--- src/hdl/dyd_pkg.sv ---
package dyd_pkg;

    localparam int HEADER_BYTES = 48;
    localparam int TAB_AW       = $clog2(HEADER_BYTES);
    localparam int HDR_CNT_W    = $clog2(HEADER_BYTES + 1);
    localparam int GROUP_W      = 10;
    localparam int LINE_W       = 12;
    localparam int GPL_W        = 11;
    localparam int LC_W         = 13;
    localparam int COORD_W      = 12;

    localparam logic [GPL_W-1:0] MAX_GROUPS = 11'd1024;
    localparam logic [LC_W-1:0]  MAX_LINES  = 13'd4096;

    localparam logic [TAB_AW-1:0] YBASE_NORM = 6'd0;
    localparam logic [TAB_AW-1:0] YBASE_ALT  = 6'd16;
    localparam logic [TAB_AW-1:0] UBASE_NORM = 6'd16;
    localparam logic [TAB_AW-1:0] UBASE_ALT  = 6'd32;
    localparam logic [TAB_AW-1:0] VBASE      = 6'd32;

    localparam logic [1:0] REG_GPL    = 2'd0;
    localparam logic [1:0] REG_LC     = 2'd1;
    localparam logic [1:0] REG_LAYOUT = 2'd2;

    typedef enum logic [1:0] {
        PLANE_Y = 2'd0,
        PLANE_U = 2'd1,
        PLANE_V = 2'd2
    } t_plane;

    typedef enum logic [1:0] {
        PH_FIRST  = 2'd0,
        PH_SECOND = 2'd1,
        PH_THIRD  = 2'd2
    } t_phase;

    // Clamped geometry and layout as seen by the datapath.
    typedef struct packed {
        logic [GPL_W-1:0] gpl;
        logic [LC_W-1:0]  lc;
        logic             layout;
    } t_cfg;

    // Everything the reconstruction stage needs to know about one pixel byte.
    typedef struct packed {
        t_phase              phase;
        logic                first;
        logic [7:0]          data;
        logic [LINE_W-1:0]   row;
        logic [GROUP_W-1:0]  grp;
        logic                eof;
    } t_tag;

    typedef struct packed {
        t_plane              plane;
        logic [7:0]          sample;
        logic [COORD_W-1:0]  row;
        logic [COORD_W-1:0]  column;
        logic                last;
        logic                eof;
    } t_sample;

endpackage

--- src/hdl/dyd_in_if.sv ---
interface dyd_in_if;
    logic       valid;
    logic       ready;
    logic [7:0] stream_byte;
    logic       frame_start;

    modport source (output valid, output stream_byte, output frame_start, input ready);
    modport sink   (input valid, input stream_byte, input frame_start, output ready);
endinterface

--- src/hdl/dyd_out_if.sv ---
interface dyd_out_if;
    logic        valid;
    logic        ready;
    logic [1:0]  plane;
    logic [7:0]  sample;
    logic [11:0] row;
    logic [11:0] column;
    logic        last_of_run;
    logic        end_of_frame;

    modport source (output valid, output plane, output sample, output row, output column,
                    output last_of_run, output end_of_frame, input ready);
    modport sink   (input valid, input plane, input sample, input row, input column,
                    input last_of_run, input end_of_frame, output ready);
endinterface

--- src/hdl/dyd_regs.sv ---
module dyd_regs import dyd_pkg::*; (
    input  logic        i_clk,
    input  logic        i_rst_n,
    input  logic        psel,
    input  logic        penable,
    input  logic        pwrite,
    input  logic [3:0]  paddr,
    input  logic [31:0] pwdata,
    output logic [31:0] prdata,
    output logic        pready,
    output t_cfg        o_cfg
);

    logic [GPL_W-1:0] r_gpl;
    logic [LC_W-1:0]  r_lc;
    logic             r_layout;
    logic             wr_en;

    assign pready = 1'b1;
    assign wr_en  = psel && penable && pwrite;

    always_ff @(posedge i_clk) begin
        if (!i_rst_n) begin
            r_gpl    <= 11'd80;
            r_lc     <= 13'd240;
            r_layout <= 1'b0;
        end else if (wr_en) begin
            unique case (paddr[3:2])
                REG_GPL:    r_gpl    <= pwdata[GPL_W-1:0];
                REG_LC:     r_lc     <= pwdata[LC_W-1:0];
                REG_LAYOUT: r_layout <= pwdata[0];
                default: ;
            endcase
        end
    end

    always_comb begin
        unique case (paddr[3:2])
            REG_GPL:    prdata = {{(32-GPL_W){1'b0}}, r_gpl};
            REG_LC:     prdata = {{(32-LC_W){1'b0}}, r_lc};
            REG_LAYOUT: prdata = {31'd0, r_layout};
            default:    prdata = 32'd0;
        endcase
    end

    // Out-of-range geometry saturates to the supported range.
    always_comb begin
        if (r_gpl == '0)
            o_cfg.gpl = 11'd1;
        else if (r_gpl > MAX_GROUPS)
            o_cfg.gpl = MAX_GROUPS;
        else
            o_cfg.gpl = r_gpl;

        if (r_lc == '0)
            o_cfg.lc = 13'd1;
        else if (r_lc > MAX_LINES)
            o_cfg.lc = MAX_LINES;
        else
            o_cfg.lc = r_lc;

        o_cfg.layout = r_layout;
    end

endmodule

--- src/hdl/dyd_table.sv ---
module dyd_table import dyd_pkg::*; (
    input  logic              i_clk,
    input  logic              i_we,
    input  logic [TAB_AW-1:0] i_waddr,
    input  logic [7:0]        i_wdata,
    input  logic              i_re,
    input  logic [TAB_AW-1:0] i_raddr_a,
    input  logic [TAB_AW-1:0] i_raddr_b,
    output logic [7:0]        o_rdata_a,
    output logic [7:0]        o_rdata_b
);

    logic [7:0] mem [HEADER_BYTES];

    // Read data is captured only when a pixel byte enters, so it holds while
    // the reconstruction stage waits.
    always_ff @(posedge i_clk) begin
        if (i_we) begin
            mem[i_waddr] <= i_wdata;
        end
        if (i_re) begin
            o_rdata_a <= mem[i_raddr_a];
            o_rdata_b <= mem[i_raddr_b];
        end
    end

endmodule

--- src/hdl/dyd_parse.sv ---
module dyd_parse import dyd_pkg::*; (
    input  logic              i_clk,
    input  logic              i_rst_n,
    input  t_cfg              i_cfg,
    input  logic              i_accept,
    input  logic [7:0]        i_byte,
    input  logic              i_fs,
    output logic              o_we,
    output logic [TAB_AW-1:0] o_waddr,
    output logic              o_load,
    output logic [TAB_AW-1:0] o_raddr_a,
    output logic [TAB_AW-1:0] o_raddr_b,
    output t_tag              o_tag
);

    logic [HDR_CNT_W-1:0] r_hc,    n_hc;
    t_phase               r_phase, n_phase;
    logic [GROUP_W-1:0]   r_grp,   n_grp;
    logic [LINE_W-1:0]    r_line,  n_line;
    logic                 r_done,  n_done;

    logic [HDR_CNT_W-1:0] hc;
    t_phase               ph;
    logic [GROUP_W-1:0]   grp;
    logic [LINE_W-1:0]    line;
    logic                 active;
    logic                 is_hdr;
    logic                 g_last;
    logic                 l_last;
    logic [TAB_AW-1:0]    ybase;
    logic [TAB_AW-1:0]    ubase;
    logic [TAB_AW-1:0]    lo_n;
    logic [TAB_AW-1:0]    hi_n;

    // A frame start byte sees the state as freshly restarted.
    assign hc   = i_fs ? '0 : r_hc;
    assign ph   = i_fs ? PH_FIRST : r_phase;
    assign grp  = i_fs ? '0 : r_grp;
    assign line = i_fs ? '0 : r_line;

    assign active = i_accept && (i_fs || !r_done);
    assign is_hdr = hc < HDR_CNT_W'(HEADER_BYTES);

    assign g_last = ({1'b0, grp} + 11'd1) >= i_cfg.gpl;
    assign l_last = ({1'b0, line} + 13'd1) >= i_cfg.lc;

    assign ybase = i_cfg.layout ? YBASE_ALT : YBASE_NORM;
    assign ubase = i_cfg.layout ? UBASE_ALT : UBASE_NORM;
    assign lo_n  = {2'b00, i_byte[3:0]};
    assign hi_n  = {2'b00, i_byte[7:4]};

    assign o_we    = active && is_hdr;
    assign o_waddr = hc[TAB_AW-1:0];
    assign o_load  = active && !is_hdr;

    always_comb begin
        unique case (ph)
            PH_FIRST: begin
                o_raddr_a = ubase + hi_n;
                o_raddr_b = ybase + lo_n;
            end
            PH_SECOND: begin
                o_raddr_a = VBASE + hi_n;
                o_raddr_b = ybase + lo_n;
            end
            PH_THIRD: begin
                o_raddr_a = ybase + lo_n;
                o_raddr_b = ybase + hi_n;
            end
            default: begin
                o_raddr_a = ubase + hi_n;
                o_raddr_b = ybase + lo_n;
            end
        endcase
    end

    always_comb begin
        o_tag.phase = ph;
        o_tag.first = (grp == '0);
        o_tag.data  = i_byte;
        o_tag.row   = line;
        o_tag.grp   = grp;
        o_tag.eof   = g_last && l_last;
    end

    always_comb begin
        n_hc    = r_hc;
        n_phase = r_phase;
        n_grp   = r_grp;
        n_line  = r_line;
        n_done  = r_done;
        if (active) begin
            n_done  = 1'b0;
            n_hc    = hc;
            n_phase = ph;
            n_grp   = grp;
            n_line  = line;
            if (is_hdr) begin
                n_hc = hc + 1'b1;
            end else begin
                unique case (ph)
                    PH_FIRST:  n_phase = PH_SECOND;
                    PH_SECOND: n_phase = PH_THIRD;
                    PH_THIRD: begin
                        n_phase = PH_FIRST;
                        if (g_last) begin
                            n_grp = '0;
                            if (l_last) begin
                                n_line = '0;
                                n_done = 1'b1;
                            end else begin
                                n_line = line + 1'b1;
                            end
                        end else begin
                            n_grp = grp + 1'b1;
                        end
                    end
                    default:   n_phase = PH_FIRST;
                endcase
            end
        end
    end

    always_ff @(posedge i_clk) begin
        if (!i_rst_n) begin
            r_hc    <= '0;
            r_phase <= PH_FIRST;
            r_grp   <= '0;
            r_line  <= '0;
            r_done  <= 1'b1;
        end else begin
            r_hc    <= n_hc;
            r_phase <= n_phase;
            r_grp   <= n_grp;
            r_line  <= n_line;
            r_done  <= n_done;
        end
    end

endmodule

--- src/hdl/dyd_recon.sv ---
module dyd_recon import dyd_pkg::*; (
    input  logic       i_clk,
    input  logic       i_rst_n,
    input  logic       i_load,
    input  t_tag       i_tag,
    input  logic [7:0] i_da,
    input  logic [7:0] i_db,
    output logic       o_in_ready,
    output logic       o_out_valid,
    input  logic       i_out_ready,
    output t_sample    o_word
);

    logic       r_s2_valid;
    t_tag       r_tag;
    logic [7:0] r_luma, n_luma;
    logic [7:0] r_blue, n_blue;
    logic [7:0] r_red,  n_red;
    t_sample    r_head;
    t_sample    r_next;
    logic [1:0] r_cnt;

    t_sample    s0;
    t_sample    s1;
    logic       pair_free;
    logic       adv;
    logic       out_take;
    logic [7:0] luma_mid;
    logic [COORD_W-1:0] col_uv;

    assign out_take  = (r_cnt != 2'd0) && i_out_ready;
    assign pair_free = (r_cnt == 2'd0) || ((r_cnt == 2'd1) && i_out_ready);
    assign adv       = r_s2_valid && pair_free;
    assign o_in_ready  = !r_s2_valid || adv;
    assign o_out_valid = (r_cnt != 2'd0);
    assign o_word      = r_head;

    assign col_uv   = {{(COORD_W-GROUP_W){1'b0}}, r_tag.grp};
    assign luma_mid = r_luma + i_da;

    always_comb begin
        n_luma = r_luma;
        n_blue = r_blue;
        n_red  = r_red;

        s0.row  = r_tag.row;
        s0.last = 1'b0;
        s0.eof  = 1'b0;
        s1.row  = r_tag.row;
        s1.last = 1'b1;
        s1.eof  = 1'b0;
        s1.plane = PLANE_Y;

        unique case (r_tag.phase)
            PH_FIRST: begin
                if (r_tag.first) begin
                    n_blue = {r_tag.data[7:4], 4'h0};
                    n_luma = {r_tag.data[3:0], 4'h0};
                end else begin
                    n_blue = r_blue + i_da;
                    n_luma = r_luma + i_db;
                end
                s0.plane  = PLANE_U;
                s0.sample = n_blue;
                s0.column = col_uv;
                s1.sample = n_luma;
                s1.column = {r_tag.grp, 2'd0};
            end
            PH_SECOND: begin
                if (r_tag.first)
                    n_red = {r_tag.data[7:4], 4'h0};
                else
                    n_red = r_red + i_da;
                n_luma = r_luma + i_db;
                s0.plane  = PLANE_V;
                s0.sample = n_red;
                s0.column = col_uv;
                s1.sample = n_luma;
                s1.column = {r_tag.grp, 2'd1};
            end
            default: begin
                // Third byte: two luma steps, low nibble first.
                n_luma = luma_mid + i_db;
                s0.plane  = PLANE_Y;
                s0.sample = luma_mid;
                s0.column = {r_tag.grp, 2'd2};
                s1.sample = n_luma;
                s1.column = {r_tag.grp, 2'd3};
                s1.eof    = r_tag.eof;
            end
        endcase
    end

    always_ff @(posedge i_clk) begin
        if (!i_rst_n) begin
            r_s2_valid <= 1'b0;
            r_cnt      <= 2'd0;
            r_luma     <= 8'd0;
            r_blue     <= 8'd0;
            r_red      <= 8'd0;
        end else begin
            if (i_load)
                r_s2_valid <= 1'b1;
            else if (adv)
                r_s2_valid <= 1'b0;

            if (adv) begin
                r_luma <= n_luma;
                r_blue <= n_blue;
                r_red  <= n_red;
                r_cnt  <= 2'd2;
            end else if (out_take) begin
                r_cnt <= r_cnt - 2'd1;
            end
        end
    end

    always_ff @(posedge i_clk) begin
        if (i_load)
            r_tag <= i_tag;
        if (adv) begin
            r_head <= s0;
            r_next <= s1;
        end else if (out_take && (r_cnt == 2'd2)) begin
            r_head <= r_next;
        end
    end

endmodule

--- src/hdl/dpcm_yuv411_delta_decoder_core.sv ---
// DPCM YUV 4:1:1 delta decoder.
// The input channel takes one compressed byte per word; frame_start marks
// the first byte of a frame. The first 48 bytes of a frame load the delta
// tables and give no output. Every later byte up to the frame's end yields
// two sample words on the output channel, each tagged with plane, row and
// column. The user must write configuration over the APB port only while
// the block is idle, which the block does not enforce: groups per line at
// 0x0, line count at 0x4, table layout at 0x8. Table reads and tag of a byte
// are registered in the reconstruction stage, its two samples at the output.
// The output carries one sample per cycle while the receiver is ready, and
// a new pixel byte can enter while the last one's samples leave; table and
// ignored bytes are taken one per cycle unless a byte waits for the output.
// After reset the tables hold no defined data and the decoder ignores
// bytes until one arrives with frame_start set.
// When the receiver stalls, the output holds its word, one more byte waits
// in the reconstruction stage, and then ready drops until space frees.
module dpcm_yuv411_delta_decoder_core import dyd_pkg::*; (
    input  logic        i_clk,
    input  logic        i_rst_n,
    dyd_in_if.sink      i_in,
    dyd_out_if.source   o_out,
    input  logic        psel,
    input  logic        penable,
    input  logic        pwrite,
    input  logic [3:0]  paddr,
    input  logic [31:0] pwdata,
    output logic [31:0] prdata,
    output logic        pready
);

    t_cfg              cfg;
    logic              in_ready;
    logic              accept;
    logic              we;
    logic [TAB_AW-1:0] waddr;
    logic              load;
    logic [TAB_AW-1:0] raddr_a;
    logic [TAB_AW-1:0] raddr_b;
    logic [7:0]        rdata_a;
    logic [7:0]        rdata_b;
    t_tag              tag;
    t_sample           word;

    assign i_in.ready = in_ready;
    assign accept     = i_in.valid && in_ready;

    dyd_regs u_regs (
        .i_clk   (i_clk),
        .i_rst_n (i_rst_n),
        .psel    (psel),
        .penable (penable),
        .pwrite  (pwrite),
        .paddr   (paddr),
        .pwdata  (pwdata),
        .prdata  (prdata),
        .pready  (pready),
        .o_cfg   (cfg)
    );

    dyd_parse u_parse (
        .i_clk     (i_clk),
        .i_rst_n   (i_rst_n),
        .i_cfg     (cfg),
        .i_accept  (accept),
        .i_byte    (i_in.stream_byte),
        .i_fs      (i_in.frame_start),
        .o_we      (we),
        .o_waddr   (waddr),
        .o_load    (load),
        .o_raddr_a (raddr_a),
        .o_raddr_b (raddr_b),
        .o_tag     (tag)
    );

    dyd_table u_table (
        .i_clk     (i_clk),
        .i_we      (we),
        .i_waddr   (waddr),
        .i_wdata   (i_in.stream_byte),
        .i_re      (load),
        .i_raddr_a (raddr_a),
        .i_raddr_b (raddr_b),
        .o_rdata_a (rdata_a),
        .o_rdata_b (rdata_b)
    );

    dyd_recon u_recon (
        .i_clk       (i_clk),
        .i_rst_n     (i_rst_n),
        .i_load      (load),
        .i_tag       (tag),
        .i_da        (rdata_a),
        .i_db        (rdata_b),
        .o_in_ready  (in_ready),
        .o_out_valid (o_out.valid),
        .i_out_ready (o_out.ready),
        .o_word      (word)
    );

    assign o_out.plane        = word.plane;
    assign o_out.sample       = word.sample;
    assign o_out.row          = word.row;
    assign o_out.column       = word.column;
    assign o_out.last_of_run  = word.last;
    assign o_out.end_of_frame = word.eof;

endmodule
--- src/flat_wrapper.sv ---
// flat-port wrapper written by rule: the top's interface ports become plain ports
module dpcm_yuv411_delta_decoder_core_flat import dyd_pkg::*;
  (i_clk, i_rst_n, psel, penable, pwrite, paddr, pwdata, prdata, pready, i_in_valid, i_in_stream_byte, i_in_frame_start, i_in_ready, o_out_valid, o_out_plane, o_out_sample, o_out_row, o_out_column, o_out_last_of_run, o_out_end_of_frame, o_out_ready);
  dyd_in_if i_in_i ();
  dyd_out_if o_out_i ();
  input  logic i_clk;
  input  logic i_rst_n;
  input  logic psel;
  input  logic penable;
  input  logic pwrite;
  input  logic [3:0] paddr;
  input  logic [31:0] pwdata;
  output logic [31:0] prdata;
  output logic pready;
  input wire logic [$bits(i_in_i.valid)-1:0] i_in_valid;
  input wire logic [$bits(i_in_i.stream_byte)-1:0] i_in_stream_byte;
  input wire logic [$bits(i_in_i.frame_start)-1:0] i_in_frame_start;
  output wire logic [$bits(i_in_i.ready)-1:0] i_in_ready;
  output wire logic [$bits(o_out_i.valid)-1:0] o_out_valid;
  output wire logic [$bits(o_out_i.plane)-1:0] o_out_plane;
  output wire logic [$bits(o_out_i.sample)-1:0] o_out_sample;
  output wire logic [$bits(o_out_i.row)-1:0] o_out_row;
  output wire logic [$bits(o_out_i.column)-1:0] o_out_column;
  output wire logic [$bits(o_out_i.last_of_run)-1:0] o_out_last_of_run;
  output wire logic [$bits(o_out_i.end_of_frame)-1:0] o_out_end_of_frame;
  input wire logic [$bits(o_out_i.ready)-1:0] o_out_ready;
  assign i_in_i.valid = i_in_valid;
  assign i_in_i.stream_byte = i_in_stream_byte;
  assign i_in_i.frame_start = i_in_frame_start;
  assign i_in_ready = i_in_i.ready;
  assign o_out_valid = o_out_i.valid;
  assign o_out_plane = o_out_i.plane;
  assign o_out_sample = o_out_i.sample;
  assign o_out_row = o_out_i.row;
  assign o_out_column = o_out_i.column;
  assign o_out_last_of_run = o_out_i.last_of_run;
  assign o_out_end_of_frame = o_out_i.end_of_frame;
  assign o_out_i.ready = o_out_ready;
  dpcm_yuv411_delta_decoder_core u_core (.i_clk(i_clk), .i_rst_n(i_rst_n), .i_in(i_in_i), .o_out(o_out_i), .psel(psel), .penable(penable), .pwrite(pwrite), .paddr(paddr), .pwdata(pwdata), .prdata(prdata), .pready(pready));
endmodule
--- config.mk ---
export PLATFORM = sky130hd
export DESIGN_NAME = dpcm_yuv411_delta_decoder_core_flat
export DESIGN_NICKNAME = d
export VERILOG_FILES = /design/src/hdl/dyd_pkg.sv /design/src/hdl/dyd_in_if.sv /design/src/hdl/dyd_out_if.sv /design/src/hdl/dyd_regs.sv /design/src/hdl/dyd_table.sv /design/src/hdl/dyd_parse.sv /design/src/hdl/dyd_recon.sv /design/src/hdl/dpcm_yuv411_delta_decoder_core.sv /design/src/flat_wrapper.sv
export SDC_FILE = /design/constraint.sdc
export NUM_CORES = 1
export LEC_CHECK = 0
export BUFFER_PORTS_ARGS = -buffer_cell sky130_fd_sc_hd__buf_2
export CORE_MARGIN = 2
export CORE_UTILIZATION = 45
export DETAILED_ROUTE_END_ITERATION = 10
export PLACE_DENSITY = 0.65
export SYNTH_ARGS = -nofsm -noshare
export SYNTH_HDL_FRONTEND = slang
export SYNTH_SLANG_ARGS = --single-unit
export TNS_END_PERCENT = 30
--- constraint.sdc ---
create_clock -name i_clk -period 10.4 [get_ports i_clk]
set_input_delay 2.08 -clock i_clk [delete_from_list [all_inputs] [get_ports i_clk]]
set_output_delay 2.08 -clock i_clk [all_outputs]
set_load 0.02 [all_outputs]
Yosys cells after proc, flatten, opt, wreduce, memory -nomap -nowiden
Memory sizes are Yosys's and may differ from the RTL's. A register that Yosys moved wholly into a read port is not among the register bits. Cells that the tools add are included.

Register bits after elaboration: 186. Memories kept: 1. Input bits: 52. Word-level logic and storage cells: 136. Output and inout bits: 71. RAM bits: 384.

Memories: u_core.u_table.mem (depth 48, bits a word 8, read ports 2, clocked after memory_dff 2, wr ports 1, line dyd_table.sv:13) `logic [7:0] mem [HEADER_BYTES];`.

Order comparisons: 5. Eq/ne operators: 7. Add/subtract/negate cells: 15. Bitwise operators: 1. Reduce and logical (&&, ||, !) cells: 35. Muxes and demuxes: 42.

Operators by type and width (number): 12-bit 2-to-1 mux (6); 36-bit 2-to-1 mux (2); 8-bit adder (5); 10-bit 2-to-1 mux (4); 13-bit one-hot mux with 3 select lines (1); 13-bit 2-to-1 mux (2); 6-bit 2-to-1 mux (4); 8-bit 2-to-1 mux (3); 11-bit 2-to-1 mux (2); 10-bit one-hot mux with 2 select lines (1); 8-bit one-hot mux with 2 select lines (1); 12-bit by 1-bit adder with 13-bit output, second input constant (1); 13-bit greater-or-equal comparator (1); 13-bit greater-than comparator, second input constant (1); 13-bit logical NOT (1); 12-bit by 1-bit adder with 12-bit output, second input constant (1); 5-bit by 4-bit adder with 6-bit output (2); 6-bit one-hot mux with 2 select lines (1); 10-bit by 1-bit adder with 11-bit output, second input constant (1); 11-bit greater-or-equal comparator (1); 11-bit greater-than comparator, second input constant (1); 1-bit logical AND (11); 11-bit logical NOT (1); 10-bit by 1-bit adder with 10-bit output, second input constant (1); other kinds (19) (50).

Logic depth before layout (Yosys ltp)
Gate-level depths: netlist of run 1.

Depth after elaboration: 10. Depth in mapped cells: 19. Depth with buffers taken out: 15.

Modules after synthesis
A second synthesis of run 1 with hierarchy kept.

Cells, all modules: 2284. Area total of the unflattened synthesis: 30148.9 um^2.

Modules (own cells, without submodules): dyd_table (seq. area each 12011.5 um^2, area an instance 18945.7 um^2, instances 1, cells each 1120); dyd_recon (seq. area each 3613.5 um^2, area an instance 6506.2 um^2, instances 1, cells each 557); dyd_parse (seq. area each 620.6 um^2, area an instance 3159.3 um^2, instances 1, cells each 415); dyd_regs (seq. area each 500.5 um^2, area an instance 1531.5 um^2, instances 1, cells each 191); dpcm_yuv411_delta_decoder_core (seq. area each 0.0 um^2, area an instance 6.3 um^2, instances 1, cells each 1).

Least setup slack after synthesis of run 1
Ideal clock, no wire load.

Kind: input port to flip-flop. Start point: in i_in_frame_start. End point: reg u_core.u_parse.r_line[10]. Stages: 17. Setup slack: 4601 ps. Arrival time: 5736 ps. Data required time: 10338 ps. Library setup time: 62 ps. Path through: clkbuf_1 > clkbuf_1 > clkbuf_1 > buf_1 > nor2b_1 > ha_1 > nand4_1 > nor3b_1 > and2_1 > nand2_1 > xnor2_1 > ha_1 > nand3_1 > o21ai_1 > a21oi_1 > nor4_1 > a22o_1.

RTL lines: from (decl) (line flat_wrapper.sv:17) `input wire logic [$bits(i_in_i.frame_start)-1:0] i_in_frame_start;`; to (signal assigned) (line dyd_parse.sv:135) `r_line <= n_line;`; to (decl) (line dyd_parse.sv:19) `logic [LINE_W-1:0] r_line, n_line;`.

Worst setup path in the final report of run 1
Start point: in i_in_frame_start. End point: reg u_core.u_table.o_rdata_a[2], read port of u_core.u_table.mem (data pin).

Cells in the longest elaborated chain, start to end: 4.

Ends and longest elaborated chain: 6-bit 2-to-1 mux (line dyd_parse.sv:36) `assign hc = i_fs ? '0 : r_hc;`; 6-bit less-than comparator (line dyd_parse.sv:42) `assign is_hdr = hc < HDR_CNT_W'(HEADER_BYTES);`; 1-bit logical NOT (line dyd_parse.sv:54) `assign o_load = active && !is_hdr;`; 1-bit logical AND (line dyd_parse.sv:54); to (decl) (line dyd_table.sv:9) `output logic [7:0] o_rdata_a,`.

Several ways; a longest one is shown, not always the timed one. A chain may end at the register's enable or synchronous reset.

==> metrics.md, run 1 <==
| Metric | Value |
|---|---|
| Hold_sp | u_core.u_recon.r_tag[22] |
| Post-Route WL | ~76 mm |
| Largest net degree at the start of global routing | 75 |
| Share of cells above drive strength 1 | 0.122 |
| Buf/Inv on CP | 4 |
| Setup ws final | slightly below 4000 ps |
| CTS Buf Count | 61 |
| Hold Path Depth | 0 |
| Final critical-path required period | 6530 ps |
| Crit-path leading delay family | buffers and inverters |
| Top cells by area, synth | edfxtp_1 (53%), nand2_1 (6.3%), dfxtp_1 (5.9%) |
| Layout area overhead | 10.7% |
| Non-filler cells in the finished layout | 3385 |
| CP Max Fanout | 74 |
| Switching Fraction | 0.228 |
| CTS Buffer Depth | 3 |
| First-pass GRT wire length | 117 mm |
| Pre-CTS worst setup slack | ~3300 ps |
| Total chip power | 4980 uW |
| Psw | roughly 1100 uW |
| Setup_tns | 0 ps |
| Syn avg cell area | 11.7 sq um |
| Antenna cell count | 0 |
| Yosys top cell by area | edfxtp_1 |
| Mapped Cells | around 2.5k |
| Postcts setup bufs | 0 |
| CP max stage delay | 780 ps |
| IO Pins | 123 |
| Crit-path slowest cell | a21o_4 |
| Total number of vias | about 20k |
| Die ar. | 0.0656 sq mm |
| Worst reg2reg path depth | 11 |
| Gpl congestion | roughly 0.9 |
| Die Wd | between 200 and 300 um |
| Asr flop ratio synth | 0 |
| Synth Cell Area | 0.0286 sq mm |
| Clock Power Share | 0.422 |
| Initial Util | 0.454 |
| Post-synthesis sequential area ratio | 0.585 |
| Setup crit end | u_core.u_table.o_rdata_a[2] |
| Max Freq | around 150 MHz |
| Sink Count | 586 |
| Die Y | between 200 and 300 um |
| Gate power share | 0.063 |
| Final worst path period share | 0.628 |
| Critical Path AT | 6910 ps |
| Worst R2R Start | u_core.u_parse.r_phase[1] |
| CTS tree | built |
| Hold buffers post-CTS | 0 |
| Final Hold Vio Count | 0 |
| Worst-margin pin slew | 1190 ps |
| Worst path depth | 13 |
| RR Endpoint | u_core.u_table.o_rdata_a[2] |
| H-tree Lvls | 2 |
| Rows | 92 |
| EDFF count, synth | 501 |
| Root buffer cell | clkbuf_16 |
| R2R setup slack | 5730 ps |
| Nets | between 2k and 3k |
| Drt pass-1 iters | 6 |
| Vias in the first global route | 20.2k |
| Static leakage | 0.0114 uW |
| DRC viols | 0 |
| Max-Slew Margin vs Limit | 0.202 |
| Max_cap viols | 0 |
| Post-Route Skew | 29.1 ps |
| Top FF cell, synth | edfxtp_1 |
| Pwr Density | 157 mW/mm^2 |
| CP cell instances | buf_2 -> buf_4 -> inv_2 -> nand2_1 -> ha_2 -> and3_1 -> a21o_4 -> buf_4 -> mux4_2 -> mux2i_1 -> a32o_1 -> a21oi_1 -> and3_1 |
| Critical path class | in -> reg |
| DR WL/cell | ~22 um |
| Maximum vdd drop | 125 uV |
| PostCTS Resize Cnt | 0 |
| #FFs+latches synth | 586 |
| Final Setup Violations | 0 |
| Worst setup startpoint | i_in_frame_start |
| Worst EP required | roughly 11000 ps |
| Input/output buffers | 81 |
| Post-synth cell types | 71 |
| Top cell type's share of synthesized area | 0.526 |
| Register share of total power | 0.514 |
| CORE AREA | about 0.063 sq mm |
| 1st-iter DRT viols | between 2k and 2.5k |
| All-Layer GR Usage | 0.226 |
| Min-delay worst type | reg -> reg |
| Reg clk slew, reported paths | 60 ps |
| Critical path launch point type | primary input |
| Latest clock arrival within the worst-skew pair | 640 ps |
| Final count of pins violating max slew | 0 |
| Final HPWL DP | 49.2 mm |
| Vias per std cell | between 6 and 7 |
| Antenna Nets Post-Route | 0 |
| CP Capture Type | flop |
| Placed insts | 3272 |
| Initial antenna violation count | 1 |
| Int Power | 3840 uW |
| Congestion Overflow GR | 0 |
| Status | finished, final reports clean |
| Yosys warning count | 0 |
| RSZ-0062 raised after global routing | no |
-- worst min path at each step --
stage | endpoint
after global routing | u_core.u_recon.r_next[20]
final | u_core.u_recon.r_next[25]
after floorplan | u_core.u_recon.r_next[14]
after CTS | u_core.u_recon.r_next[20]
after global placement | u_core.u_recon.r_next[22]
after detailed placement | u_core.u_recon.r_next[20]
-- synthesized netlist by cell type (all sizes together) (5+ instances only) --
cell type and count:
a21oi 145, a32oi 18, o41ai 6, fa 5, a22oi 13, a21o 11, a211oi 20, and2 9
or4 5, o21ai 68, o311ai 9, nand3b 5, or3 6, a221oi 5, nand3 145, nor2b 33
buf 76, nor2 129, xnor2 29, a32o 7, nand4 9, edfxtp 501, a22o 14, dfxtp 85
xor2 20, o21bai 7, or2 5, nor3 36, mux4 71, and3 51, a31oi 36, nand2 477
o22ai 26, clkbuf 91, o211ai 15, ha 69, o31ai 9, mux2i 106, nand2b 6, inv 30
nor4 12
-- worst register-to-register path: stages, from the launching register on --
cell and delay (ps):
dfxtp_1 330, nand2_1 90, inv_1 90, ha_2 640, and3_1 370, a21o_4 780, buf_4 580, mux4_2 570
mux2i_1 280, a32o_1 260, a21oi_1 130, and3_1 280
-- cell usage in the layout (no fill, tap or decap), drive strengths merged, types with 9 or more instances in the layout --
master and n:
edfxtp 501, nand2 477, nand3 145, a21oi 145
nor2 129, buf 124, mux2i 106, dfxtp 85
clkbuf 78, mux4 71, ha 69, o21ai 68
and3 51, a31oi 36, nor3 36, nor2b 33
inv 33, xnor2 29, clkinv 28, o22ai 26
xor2 20, a211oi 20, conb 20, a32oi 18
o211ai 15, a22o 14, a22oi 13, nor4 12
a21o 11, nand4 9, o311ai 9, o31ai 9
and2 9
-- power by group through the flow --
| stage | Combinational [uW] | Clock, uW | Sequential, uW |
|---|---|---|---|
| 3_3_place_gp | 305 | 0 | 2610 |
| 5_1_grt | 338 | 2220 | 2560 |
| 2_1_floorplan | 199 | 0 | 2610 |
| 3_5_place_dp | 311 | 0 | 2610 |
| 4_1_cts | 312 | 2130 | 2560 |
| 6_report | 316 | 2100 | 2560 |
-- stage by stage --
step	utilization	cell area (sq um)	hold slack (ps)
global route	0.503	31700	469
finish	0.503	31700	456
detailed placement	0.472	29700	441
floorplan	-	28700	426
CTS	0.503	31700	455
global placement	0.472	29700	436
-- layout make-up --
cell class / instances / area (sq um)
Clock buffer: 78 / 1650
Fill cell: 5416 / 31300
Sequential cell: 586 / 16700
Multi-Input combinational cell: 1685 / 11100
Tap cell: 846 / 1060
Inverter: 32 / 120
Timing Repair Buffer: 124 / 726
Clock inverter: 34 / 270
-- cells by family after synthesis --
group,count (synthesis),synth area share
other,2,0.000263
and+or+nand+nor,936,0.145
AOI/OAI and AO/OA,428,0.0958
adders and majority gates,74,0.0337
buffers and inverters,199,0.0314
DFF,586,0.585
muxes,178,0.0935
xor gates and xnor gates,49,0.0150
-- layer usage --
| metal | track usage | routed length (um) | vias to the layer above |
|---|---|---|---|
| met5 | 0 | 18 | - |
| met4 | 0.0945 | 2880 | 2 |
| met1 | 0.302 | 31000 | 9983 |
| li1 | - | - | 9215 |
| met2 | 0.366 | 35600 | 981 |
| met3 | 0.0395 | 6180 | 197 |
-- flip-flops by register name, indices dropped and copies added (netlist names) --
register                   flops
u_core.u_recon.o_word         36
u_core.u_parse.r_done          1
u_core.u_table.o_rdata_a       8
u_core.u_recon.r_red           8
u_core.u_regs.r_gpl           11
u_core.u_regs.r_lc            13
u_core.u_parse.r_hc            6
u_core.u_recon.r_cnt           2
u_core.u_recon.col_uv         10
u_core.u_parse.r_line         12
u_core.u_recon.r_luma          8
u_core.u_table.mem           384
u_core.u_parse.r_grp          10
u_core.u_recon.r_next         33
u_core.u_recon.r_tag          24
u_core.u_table.o_rdata_b       8
u_core.u_recon.r_blue          8
u_core.u_parse.r_phase         2
u_core.u_recon.r_s2_valid      1
u_core.u_regs.r_layout         1
Note: power is estimated with default switching activity, not from simulation.
==> run 2: changes to the inputs <==
Settings changed: PLACE_DENSITY 0.65 to 0.68.
Clock period 10.4 ns to 5.85 ns, I/O delays scaled along.
==> run 2 against run 1 <==
Clock power grew 74%. Wire length shrank 0.19%. Critical path depth shrank 2. Global-route usage shrank 0.13 points. Total power grew 77%. Sequential share of layout area shrank 0.15 points. Worst hold slack lost 15 ps. Utilization grew 0.14 points. Largest power group unchanged.
==> metrics.md, run 2 (synthesis gave the netlist of run 1 again) <==
| Metric | Value |
|---|---|
| Gpl congestion | 0.951 |
| Share of cells above drive strength 1 | 0.125 |
| Congestion Overflow GR | 0 |
| Total number of vias | 20.4k |
| Buf/Inv on CP | 2 |
| IO Pins | 123 |
| Critical path launch point type | primary input |
| Post-Route Skew | 63.4 ps |
| DR WL/cell | 22.3 um |
| First-pass GRT wire length | 116 mm |
| Final Setup Violations | 0 |
| Root buffer cell | clkbuf_16 |
| Placed insts | 3283 |
| Non-filler cells in the finished layout | about 3.4k |
| H-tree Lvls | 2 |
| Reg clk slew, reported paths | 60 ps |
| PostCTS Resize Cnt | 0 |
| Worst-margin pin slew | 1260 ps |
| Static leakage | 0.0115 uW |
| Layout area overhead | 11.0% |
| Final count of pins violating max slew | 0 |
| Max Freq | 209 MHz |
| R2R setup slack | 1640 ps |
| All-Layer GR Usage | 0.225 |
| Latest clock arrival within the worst-skew pair | around 660 ps |
| Initial Util | 0.454 |
| CTS Buffer Depth | 3 |
| Antenna Nets Post-Route | 0 |
| Maximum vdd drop | about 270 uV |
| CTS tree | built |
| Hold buffers post-CTS | 0 |
| Nets | 2624 |
| Initial antenna violation count | 2 |
| Setup_tns | 0 ps |
| Status | finished, final reports clean |
| Postcts setup bufs | 0 |
| Final Hold Vio Count | 0 |
| Sink Count | 586 |
| CTS Buf Count | 59 |
| Die Y | 256 um |
| Die Wd | 256 um |
| Vias in the first global route | 19.8k |
| Max_cap viols | 0 |
| Crit-path leading delay family | simple AND/OR/NAND/NOR gates |
| Critical path class | in -> reg |
| Rows | 92 |
| Die ar. | 0.0656 sq mm |
| Input/output buffers | 81 |
| Worst Hold Slack | 441 ps |
| Drt pass-1 iters | 6 |
| Max-Slew Margin vs Limit | 0.152 |
| 1st-iter DRT viols | approximately 2.4k |
| Min-delay worst type | reg -> reg |
| Final critical-path required period | 4780 ps |
| Pwr Density | 277 mW/mm^2 |
| Commonest non-fill, non-tap cell in the layout | edfxtp_1 |
| Critical Path AT | 5090 ps |
| DRC viols | 0 |
| CP Max Fanout | 31 |
| CP Capture Type | flop |
| Vias per std cell | about 6.0 |
| Crit-path slowest cell | a22oi_4 |
| Top reg by flops | u_core.u_table.mem |
| Post-Route WL | roughly 76 mm |
| Total chip power | 8790 uW |
| Final HPWL DP | 50.2 mm |
| Largest net degree at the start of global routing | just over 80 |
| Filler Cell Count | 5423 |
| CORE AREA | between 0.06 and 0.07 sq mm |
| CP cell instances | buf_2 -> inv_2 -> nand2_1 -> ha_1 -> nand2b_1 -> a22oi_4 -> mux2i_1 -> mux4_2 -> nand3_1 -> o221ai_1 -> nor4_1 |
| CP max stage delay | approximately 1000 ps |
| RSZ-0062 raised after global routing | no |
| Final worst path period share | 0.817 |
| Max FFs per register | 384 |
| Most frequent cells in the layout | edfxtp_1 (501), nand2_1 (477), nand3_1 (145) |
| Final core occ | 0.504 |
| Worst EP required | 6160 ps |
[run 2: path summary, 6_finish.rpt]
path / startpoint / endpoint / cells past startpoint
setup / recovery: i_in_frame_start / u_core.u_table.o_rdata_a[5] / 11
hold / removal: u_core.u_recon.r_tag[22] / u_core.u_recon.r_next[25] / 0
setup reg to reg: u_core.u_parse.r_grp[0] / u_core.u_parse.r_grp[9] / 15
hold reg to reg: u_core.u_recon.r_tag[22] / u_core.u_recon.r_next[25] / 0
[run 2: area by class of cell]
cell class	instances	area, sq um	share of cell area
Clock inverter	36	302	0.00950
Antenna cell	1	2.50	0.0000788
Inverter	32	120	0.00378
Multi-Input combinational cell	1685	11100	0.349
Timing Repair Buffer	134	866	0.0273
Clock buffer	74	1570	0.0495
Sequential cell	586	16700	0.527
Tap cell	846	1060	0.0333
[run 2: report_power, final]
| group | internal, uW | switching (uW) | total, uW | leakage (uW) |
|---|---|---|---|---|
| logic | 182 | 390 | 572 | 0.00541 |
| registers | 4540 | 13.1 | 4550 | 0.00513 |
| clock network | 2040 | 1620 | 3660 | 0.000920 |
[run 2: stage by stage]
| step | setup slack, ps | cell area (sq um) |
|---|---|---|
| 6_report | 1070 | 31800 |
| 5_1_grt | 957 | 31800 |
| 4_1_cts | 1280 | 31800 |
| 3_5_place_dp | 648 | 29900 |
| 3_3_place_gp | 710 | 29900 |
| 2_1_floorplan | 961 | 28700 |
[run 2: metal layers]
metal  track usage  share of wire
met5             0        0.00045
met2         0.360           0.47
met1         0.303           0.41
met4        0.0983          0.042
met3        0.0379          0.084
